`src/design/i2cm_pkg.sv`:
```
// shared types and codes for the i2c register access master
// no dependencies; used by i2cm_step and i2c_register_access_master

package i2cm_pkg;

    localparam logic [15:0] PHASE_TICKS_RESET = 16'd100;
    localparam logic [3:0]  BITS_PER_BYTE     = 4'd8;
    localparam logic [2:0]  NACK_SLOTS        = 3'd3;

    // request codes carried in func
    localparam logic [1:0] FUNC_TICK  = 2'd0;
    localparam logic [1:0] FUNC_WRITE = 2'd1;
    localparam logic [1:0] FUNC_READ  = 2'd2;
    // unassigned code, behaves as a plain tick
    localparam logic [1:0] FUNC_SPARE = 2'd3;

    typedef enum logic [3:0] {
        ST_IDLE     = 4'd0,
        ST_START_A  = 4'd1,
        ST_START_B  = 4'd2,
        ST_TX_LOW   = 4'd3,
        ST_TX_DATA  = 4'd4,
        ST_TX_HIGH  = 4'd5,
        ST_ACK_LOW  = 4'd6,
        ST_ACK_REL  = 4'd7,
        ST_ACK_HIGH = 4'd8,
        ST_ACK_TAIL = 4'd9,
        ST_RX_HIGH  = 4'd10,
        ST_RX_LOW   = 4'd11,
        ST_STOP_A   = 4'd12,
        ST_STOP_B   = 4'd13,
        ST_STOP_C   = 4'd14,
        ST_STOP_D   = 4'd15
    } i2cm_step_t;

    typedef struct packed {
        i2cm_step_t  step;
        logic [3:0]  bit_cnt;
        logic [7:0]  shift;
        logic [15:0] delay;
        logic [2:0]  byte_idx;
        logic [7:0]  dev_addr;
        logic [7:0]  reg_addr;
        logic [7:0]  wr_data;
        logic        read_mode;
        logic [7:0]  cap_byte;
        logic [3:0]  nack;
        logic        scl;
        logic        sda;
    } i2cm_state_t;

    // idle sequencer with both lines released
    localparam i2cm_state_t STATE_RESET = '{
        step:      ST_IDLE,
        bit_cnt:   4'd0,
        shift:     8'd0,
        delay:     16'd0,
        byte_idx:  3'd0,
        dev_addr:  8'd0,
        reg_addr:  8'd0,
        wr_data:   8'd0,
        read_mode: 1'b0,
        cap_byte:  8'd0,
        nack:      4'd0,
        scl:       1'b1,
        sda:       1'b1
    };

    typedef struct packed {
        logic       scl;
        logic       sda;
        logic       busy;
        logic       done;
        logic [7:0] rd_byte;
        logic [3:0] nack;
    } i2cm_res_t;

endpackage

```
`src/design/i2cm_step.sv`:
```
// next-state and result logic for one bus tick of the i2c master sequencer
// depends on i2cm_pkg

module i2cm_step
    import i2cm_pkg::*;
(
    input  i2cm_state_t state,
    input  logic [15:0] phase_ticks,
    input  logic [1:0]  func,
    input  logic [7:0]  slave_addr,
    input  logic [7:0]  reg_addr,
    input  logic [7:0]  write_data,
    input  logic        sda_in,
    output i2cm_state_t state_next,
    output i2cm_res_t   res_next
);

    logic [15:0] ptick;

    // a zero setting behaves as one tick
    assign ptick = (phase_ticks == 16'd0) ? 16'd1 : phase_ticks;

    function automatic i2cm_state_t enter_phase(input i2cm_state_t s_in,
                                                input i2cm_step_t  nxt,
                                                input logic [15:0] dly);
        i2cm_state_t s;
        s       = s_in;
        s.step  = nxt;
        s.delay = dly;
        case (nxt)
            ST_START_A:  begin s.scl = 1'b1; s.sda = 1'b1; end
            ST_START_B:  s.sda = 1'b0;
            ST_TX_LOW:   s.scl = 1'b0;
            ST_TX_DATA:
            begin
                s.sda   = s.shift[7];
                s.shift = {s.shift[6:0], 1'b0};
            end
            ST_TX_HIGH:  s.scl = 1'b1;
            ST_ACK_LOW:  s.scl = 1'b0;
            ST_ACK_REL:  s.sda = 1'b1;
            ST_ACK_HIGH: s.scl = 1'b1;
            ST_ACK_TAIL: s.scl = 1'b0;
            ST_RX_HIGH:  s.scl = 1'b1;
            ST_RX_LOW:   s.scl = 1'b0;
            ST_STOP_A:   s.scl = 1'b0;
            ST_STOP_B:   s.sda = 1'b0;
            ST_STOP_C:   s.scl = 1'b1;
            ST_STOP_D:   s.sda = 1'b1;
            default:     s.step = nxt;
        endcase
        return s;
    endfunction

    function automatic i2cm_state_t begin_byte(input i2cm_state_t s_in,
                                               input logic [7:0]  b,
                                               input logic [15:0] dly);
        i2cm_state_t s;
        s         = s_in;
        s.shift   = b;
        s.bit_cnt = 4'd0;
        return enter_phase(s, ST_TX_LOW, dly);
    endfunction

    // pick what follows an acknowledged (or flagged) byte
    function automatic i2cm_state_t after_ack(input i2cm_state_t s_in,
                                              input logic [15:0] dly);
        i2cm_state_t s;
        logic [2:0]  idx;
        s          = s_in;
        idx        = s.byte_idx;
        s.byte_idx = idx + 3'd1;
        if (idx == 3'd0)
        begin
            s = begin_byte(s, s.reg_addr, dly);
        end
        else if (!s.read_mode)
        begin
            if (idx == 3'd1)
                s = begin_byte(s, s.wr_data, dly);
            else
                s = enter_phase(s, ST_STOP_A, dly);
        end
        else if (idx == 3'd1)
        begin
            s = enter_phase(s, ST_START_A, dly);
        end
        else if (idx == 3'd2)
        begin
            s.bit_cnt = 4'd0;
            s.shift   = 8'd0;
            s         = enter_phase(s, ST_RX_HIGH, dly);
        end
        else
        begin
            s = enter_phase(s, ST_STOP_A, dly);
        end
        return s;
    endfunction

    always_comb
    begin
        i2cm_state_t s;
        logic        done;
        s    = state;
        done = 1'b0;
        if (s.step == ST_IDLE)
        begin
            if (func == FUNC_WRITE || func == FUNC_READ)
            begin
                s.dev_addr  = slave_addr;
                s.reg_addr  = reg_addr;
                s.wr_data   = write_data;
                s.read_mode = (func == FUNC_READ);
                s.nack      = 4'd0;
                s.byte_idx  = 3'd0;
                s.bit_cnt   = 4'd0;
                s           = enter_phase(s, ST_START_A, ptick);
            end
        end
        else
        begin
            s.delay = s.delay - 16'd1;
            if (s.delay == 16'd0)
            begin
                case (s.step)
                    ST_START_A:  s = enter_phase(s, ST_START_B, ptick);
                    ST_START_B:
                    begin
                        // repeated start sends the read address
                        if (s.byte_idx == 3'd0)
                            s = begin_byte(s, s.dev_addr, ptick);
                        else
                            s = begin_byte(s, s.dev_addr + 8'd1, ptick);
                    end
                    ST_TX_LOW:   s = enter_phase(s, ST_TX_DATA, ptick);
                    ST_TX_DATA:  s = enter_phase(s, ST_TX_HIGH, ptick);
                    ST_TX_HIGH:
                    begin
                        s.bit_cnt = s.bit_cnt + 4'd1;
                        if (s.bit_cnt < BITS_PER_BYTE)
                            s = enter_phase(s, ST_TX_LOW, ptick);
                        else
                            s = enter_phase(s, ST_ACK_LOW, ptick);
                    end
                    ST_ACK_LOW:  s = enter_phase(s, ST_ACK_REL, ptick);
                    ST_ACK_REL:  s = enter_phase(s, ST_ACK_HIGH, ptick);
                    ST_ACK_HIGH:
                    begin
                        if (sda_in)
                        begin
                            // no ack: flag it and move on without a tail phase
                            s.scl = 1'b0;
                            if (s.byte_idx < NACK_SLOTS)
                                s.nack[s.byte_idx[1:0]] = 1'b1;
                            s = after_ack(s, ptick);
                        end
                        else
                        begin
                            s = enter_phase(s, ST_ACK_TAIL, ptick);
                        end
                    end
                    ST_ACK_TAIL: s = after_ack(s, ptick);
                    ST_RX_HIGH:
                    begin
                        s.shift = {s.shift[6:0], sda_in};
                        s       = enter_phase(s, ST_RX_LOW, ptick);
                    end
                    ST_RX_LOW:
                    begin
                        s.bit_cnt = s.bit_cnt + 4'd1;
                        if (s.bit_cnt < BITS_PER_BYTE)
                        begin
                            s = enter_phase(s, ST_RX_HIGH, ptick);
                        end
                        else
                        begin
                            s.cap_byte = s.shift;
                            s          = enter_phase(s, ST_ACK_LOW, ptick);
                        end
                    end
                    ST_STOP_A:   s = enter_phase(s, ST_STOP_B, ptick);
                    ST_STOP_B:   s = enter_phase(s, ST_STOP_C, ptick);
                    ST_STOP_C:   s = enter_phase(s, ST_STOP_D, ptick);
                    ST_STOP_D:
                    begin
                        s.step  = ST_IDLE;
                        s.delay = 16'd0;
                        done    = 1'b1;
                    end
                    default:
                    begin
                        s.step  = ST_IDLE;
                        s.delay = 16'd0;
                    end
                endcase
            end
        end
        state_next       = s;
        res_next.scl     = s.scl;
        res_next.sda     = s.sda;
        res_next.busy    = (s.step != ST_IDLE);
        res_next.done    = done;
        res_next.rd_byte = s.cap_byte;
        res_next.nack    = s.nack;
    end

endmodule

```
`src/design/i2c_register_access_master.sv`:
```
// i2c register access master: one timebase tick beat in, one result beat out
// latency: the result of a tick beat is presented on the cycle after it is accepted
// throughput: one tick beat per cycle unless stalled; sequencer state and result update together
// tick_stall is high only while a result waits and res_stall holds it
// reset (rst_n low, asynchronous): sequencer idle, scl/sda released, phase_ticks = 100
// depends on i2cm_pkg and i2cm_step

module i2c_register_access_master
    import i2cm_pkg::*;
(
    input  logic        clk,
    input  logic        rst_n,
    input  logic        phase_ticks_we,
    input  logic [15:0] phase_ticks_wdata,
    input  logic        tick_valid,
    output logic        tick_stall,
    input  logic [1:0]  func,
    input  logic [7:0]  slave_addr,
    input  logic [7:0]  reg_addr,
    input  logic [7:0]  write_data,
    input  logic        sda_in,
    output logic        res_valid,
    input  logic        res_stall,
    output logic        scl_level,
    output logic        sda_level,
    output logic        busy_res,
    output logic        done_res,
    output logic [7:0]  read_byte,
    output logic [3:0]  nack_flags
);

    logic [15:0] phase_ticks_reg;
    i2cm_state_t state_reg;
    i2cm_state_t state_next;
    i2cm_res_t   res_reg;
    i2cm_res_t   res_next;
    logic        res_valid_reg;
    logic        tick_fire;

    i2cm_step u_step (
        .state       (state_reg),
        .phase_ticks (phase_ticks_reg),
        .func        (func),
        .slave_addr  (slave_addr),
        .reg_addr    (reg_addr),
        .write_data  (write_data),
        .sda_in      (sda_in),
        .state_next  (state_next),
        .res_next    (res_next)
    );

    // accept while the result register is empty or draining this cycle
    assign tick_stall = res_valid_reg & res_stall;
    assign tick_fire  = tick_valid & ~tick_stall;

    always_ff @(posedge clk or negedge rst_n)
    begin
        if (!rst_n)
        begin
            phase_ticks_reg <= PHASE_TICKS_RESET;
        end
        else if (phase_ticks_we)
        begin
            phase_ticks_reg <= phase_ticks_wdata;
        end
    end

    always_ff @(posedge clk or negedge rst_n)
    begin
        if (!rst_n)
        begin
            state_reg           <= STATE_RESET;
            res_valid_reg       <= 1'b0;
        end
        else
        begin
            if (tick_fire)
            begin
                state_reg     <= state_next;
                res_valid_reg <= 1'b1;
            end
            else if (!res_stall)
            begin
                res_valid_reg <= 1'b0;
            end
        end
    end

    // result payload, no reset needed
    always_ff @(posedge clk)
    begin
        if (tick_fire)
        begin
            res_reg <= res_next;
        end
    end

    assign res_valid  = res_valid_reg;
    assign scl_level  = res_reg.scl;
    assign sda_level  = res_reg.sda;
    assign busy_res   = res_reg.busy;
    assign done_res   = res_reg.done;
    assign read_byte  = res_reg.rd_byte;
    assign nack_flags = res_reg.nack;

endmodule
```
`config.mk`:
```
export PLATFORM = sky130hd
export DESIGN_NAME = i2c_register_access_master
export DESIGN_NICKNAME = d
export VERILOG_FILES = /design/src/design/i2cm_pkg.sv /design/src/design/i2cm_step.sv /design/src/design/i2c_register_access_master.sv
export SDC_FILE = /design/constraint.sdc
export NUM_CORES = 1
export LEC_CHECK = 0
export ABC_AREA = 1
export BUFFER_PORTS_ARGS = -buffer_cell sky130_fd_sc_hd__buf_2
export CORE_MARGIN = 3
export CORE_UTILIZATION = 40
export DETAILED_ROUTE_END_ITERATION = 6
export GPL_TIMING_DRIVEN = 1
export HOLD_SLACK_MARGIN = 0.06
export MAX_ROUTING_LAYER = met4
export PLACE_DENSITY = 0.58
export SLEW_MARGIN = 25
export SYNTH_ARGS = -nofsm -noshare
export SYNTH_HDL_FRONTEND = slang
export SYNTH_SLANG_ARGS = --single-unit
export TNS_END_PERCENT = 20
```
`constraint.sdc`:
```
create_clock -name clk -period 4.4 [get_ports clk]
set_input_delay 0.22 -clock clk [delete_from_list [all_inputs] [get_ports clk]]
set_output_delay 0.22 -clock clk [all_outputs]
set_load 0.05 [all_outputs]
```
==> results.toml <==
[route]
highest_layer = "met4"
viasPerCell = 5.21
met3_length_mm = 1.03
drtAntennaViolNets = 0
wl_mm = 18.8
dr_total_vias = 6297
wl_per_cell_microns = 15.5
firstDrtPassIters = 5
wl_met1_mm = 9.44
dr_wl_met2_mm = 8.06
drt_iter0_markers = 522
drc_errors = 0

[worst_setup_path]
cp_num_cells = 9
critPathBufInv = 3
crit_path_frequent_cell = "inv_1"
r2r-end = "read_byte[4]$_DFFE_PP_"
slowest_delay_ns = 0.64
crit_path_end = "read_byte[4]$_DFFE_PP_"
cp.required_ns = 4.51
crit_path_start_kind = "flop"
worstReg2RegStart = "state_reg[73]$_DFFE_PN0P_"
cp-end-kind = "flop"
critical_path.cell_chain = "inv_1 -> nand2_1 -> nor2_4 -> inv_1 -> nand2_1 -> inv_1 -> nor2_1 -> o21ai_2 -> o21ai_2"
critical_path_class = "flop to flop"
cp-startpoint = "state_reg[73]$_DFFE_PN0P_"
reg2reg_setup_slack_ns = 1.50
cp.arrival_ns = 3.01
reg2reg_depth = 9
crit_slowest_cell = "inv_1"
critPathMaxFanout = 22
cp_top_family = "buffers and inverters"

[job]
maxCapViolations = 0

[logic_synthesis]
synth-edff-count = 16
async_flop_share_pct = 85.0
synth_area_sq_mm = 0.00687
syn_area_per_cell_sq_um = 7.44
syn_nets = 981
seq_area_frac_synth_pct = 40.2
ys_ff_latch = 107
syn_inst = 924
ys_warn_count = 0
synth_ff_type = "dfrtp_1"
synth_cell_types = 51

[sta]
final-setup-viol-count = 0
drv_slew = 0
fmax_ghz = 0.344
rsz0062_at_grt = "no"
final_hold_viol_count = 0
post-route-period-util_pct = 66.0
finalHoldWorstSlack_ns = 0.0673
maxSlewHeadroom_pct = 42.3
tightest_slew_ns = 0.865
skew_ns = 0.0123
finalCriticalPeriod_ns = 2.90
fin_setup_tns_ns = 0

[global_routing]
gr-total-overflow = 0
grt_pass1_wl_mm = 31.3
grt_max_degree = 51
antenna_found_initial = 0
grt_pass1_vias = 5930
track_usage_pct = 21.8

[clocking]
cts_sinks = 107
htree_levels = 3
tritoncts = "yes"
numCtsBuffers = 9
root_buffer = "clkbuf_16"
ctsLongestPathBuffers = 2
worst_skew_pair.late_latency_ns = 0.36
post_cts_buffers = 0
clkTransAtPathRegs_ns = 0.08

[floorplan]
initial_core_util_pct = 41.2
fp.dieH_microns = 137
io_pins = 66
std_cell_rows = 47
fp.dieW_microns = 137
dieArea_sq_mm = 0.0188
core_sq_mm = 0.0167

[final_layout]
final_cells = 1208
drive_gt1_share_pct = 16.4
layout_commonest_cell = "nand2_1"
final_core_utilization_pct = 46.4
mostFrequentLayoutCells = "242 x nand2_1, 102 x nor2_1, 100 x inv_1"
nets = 1040
finalInstanceArea_sq_mm = 0.00775
diodes = 0
syn_to_final_growth_pct = 12.8
largest_reg_flops = 74

[placed_design]
dpl_cell_area_sq_mm = 0.00735
dp_hpwl_mm = 13.7
port_buffers = 65
placedCellCount = 1182
gp_congestion = 0.933

[hold_path]
hp-class = "input port to flop"
min-delay-start = "phase_ticks_wdata[7]"

[run_status]
status = "completed"

[power_and_ir_drop]
p_leak_nw = 3.62
vdd_drop_max_mv = 0.285
power_density_mw_per_mm2 = 457
metal layers:
metal	vias up	track usage [%]
met4	0	5.16
met3	16	3.31
li1	3196	-
met1	2909	32.6
met5	-	-
met2	176	30.9
worst min-delay path by stage:
stage,to,slack (ns),cells after the start
6_report,phase_ticks_reg[7]$_DFFE_PN0P_,0.07,3
5_1_grt,state_reg[33]$_DFFE_PN0P_,0.07,2
4_1_cts,phase_ticks_reg[5]$_DFFE_PN1P_,0.06,3
2_1_floorplan,phase_ticks_reg[0]$_DFFE_PN0P_,-0.08,0
3_5_place_dp,state_reg[54]$_DFFE_PN0P_,0.30,1
3_3_place_gp,state_reg[54]$_DFFE_PN0P_,0.30,1
stage by stage:
stage          total power [mW]  setup WS [ns]
2_1_floorplan              2.36           2.16
3_3_place_gp               2.72           1.49
3_5_place_dp               2.72           1.48
4_1_cts                    3.57           1.48
5_1_grt                    3.81           1.11
6_report                   3.54           1.50
cell type report:
class	instances	area, sq um
Fill cell	1761	8950
Multi-Input combinational cell	682	3560
Sequential cell	107	2760
Timing Repair Buffer	78	450
Inverter	105	395
Tap cell	220	275
Clock buffer	10	239
Clock inverter	6	65.1
cells by family (layout without fill, tap and decap cells):
logic type | after synthesis | count (layout) | synth area share, %
buffers and inverters | 135 | 199 | 8.08
multiplexers | 18 | 18 | 2.95
flip-flops | 107 | 107 | 40.2
adder cells (fa/ha/maj) | 9 | 9 | 1.64
XOR/XNOR | 4 | 4 | 0.510
AO/OA/AOI/OAI | 197 | 197 | 17.7
AND/OR/NAND/NOR | 454 | 454 | 28.9
cells in the mapped netlist, types with 2 or more instances:
cell	n	area [sq um]
dfrtp_1	86	2150
xor2_1	3	26.3
o311ai_0	3	26.3
nor2_2	8	50.1
and2_1	3	18.8
nand3_1	35	175
nor3_1	11	55.1
nor2_4	4	45.0
clkbuf_1	16	60.1
o2111ai_1	3	26.3
a22oi_1	14	105
inv_1	100	375
o21ai_2	19	166
nand2_2	10	62.6
nand4_1	19	119
nand3_2	3	30.0
o221ai_1	4	35.0
nor4_1	3	18.8
o22ai_1	5	31.3
dfstp_2	5	131
a221oi_1	12	105
a21oi_1	55	275
ha_1	9	113
mux2_2	18	203
o21a_1	3	22.5
buf_6	2	22.5
o21ai_1	11	55.1
nor2_1	103	387
buf_2	8	40.0
edfxtp_1	16	480
nor3_2	2	20.0
buf_4	3	22.5
nand3b_1	6	45.0
and3_1	2	12.5
nand2_1	242	908
inv_2	3	11.3
o21ai_0	61	305
where the power goes:
group          total, mW  switching [mW]  internal [mW]
Sequential          1.47           0.232           1.24
Clock              0.827           0.409          0.418
Combinational       1.24           0.822          0.423
Total               3.54            1.46           2.08
timing repair:
action,CTS,global route
endpoints found under the hold margin,55,0
hold buffers,10,0
gates resized for setup,0,0
tightest hold or removal path, cell delays in order:
cell,delay [ns]
buf_2,0.07
nand2_1,0.04
o21ai_0,0.06
Power figures use the tool's default switching activity.
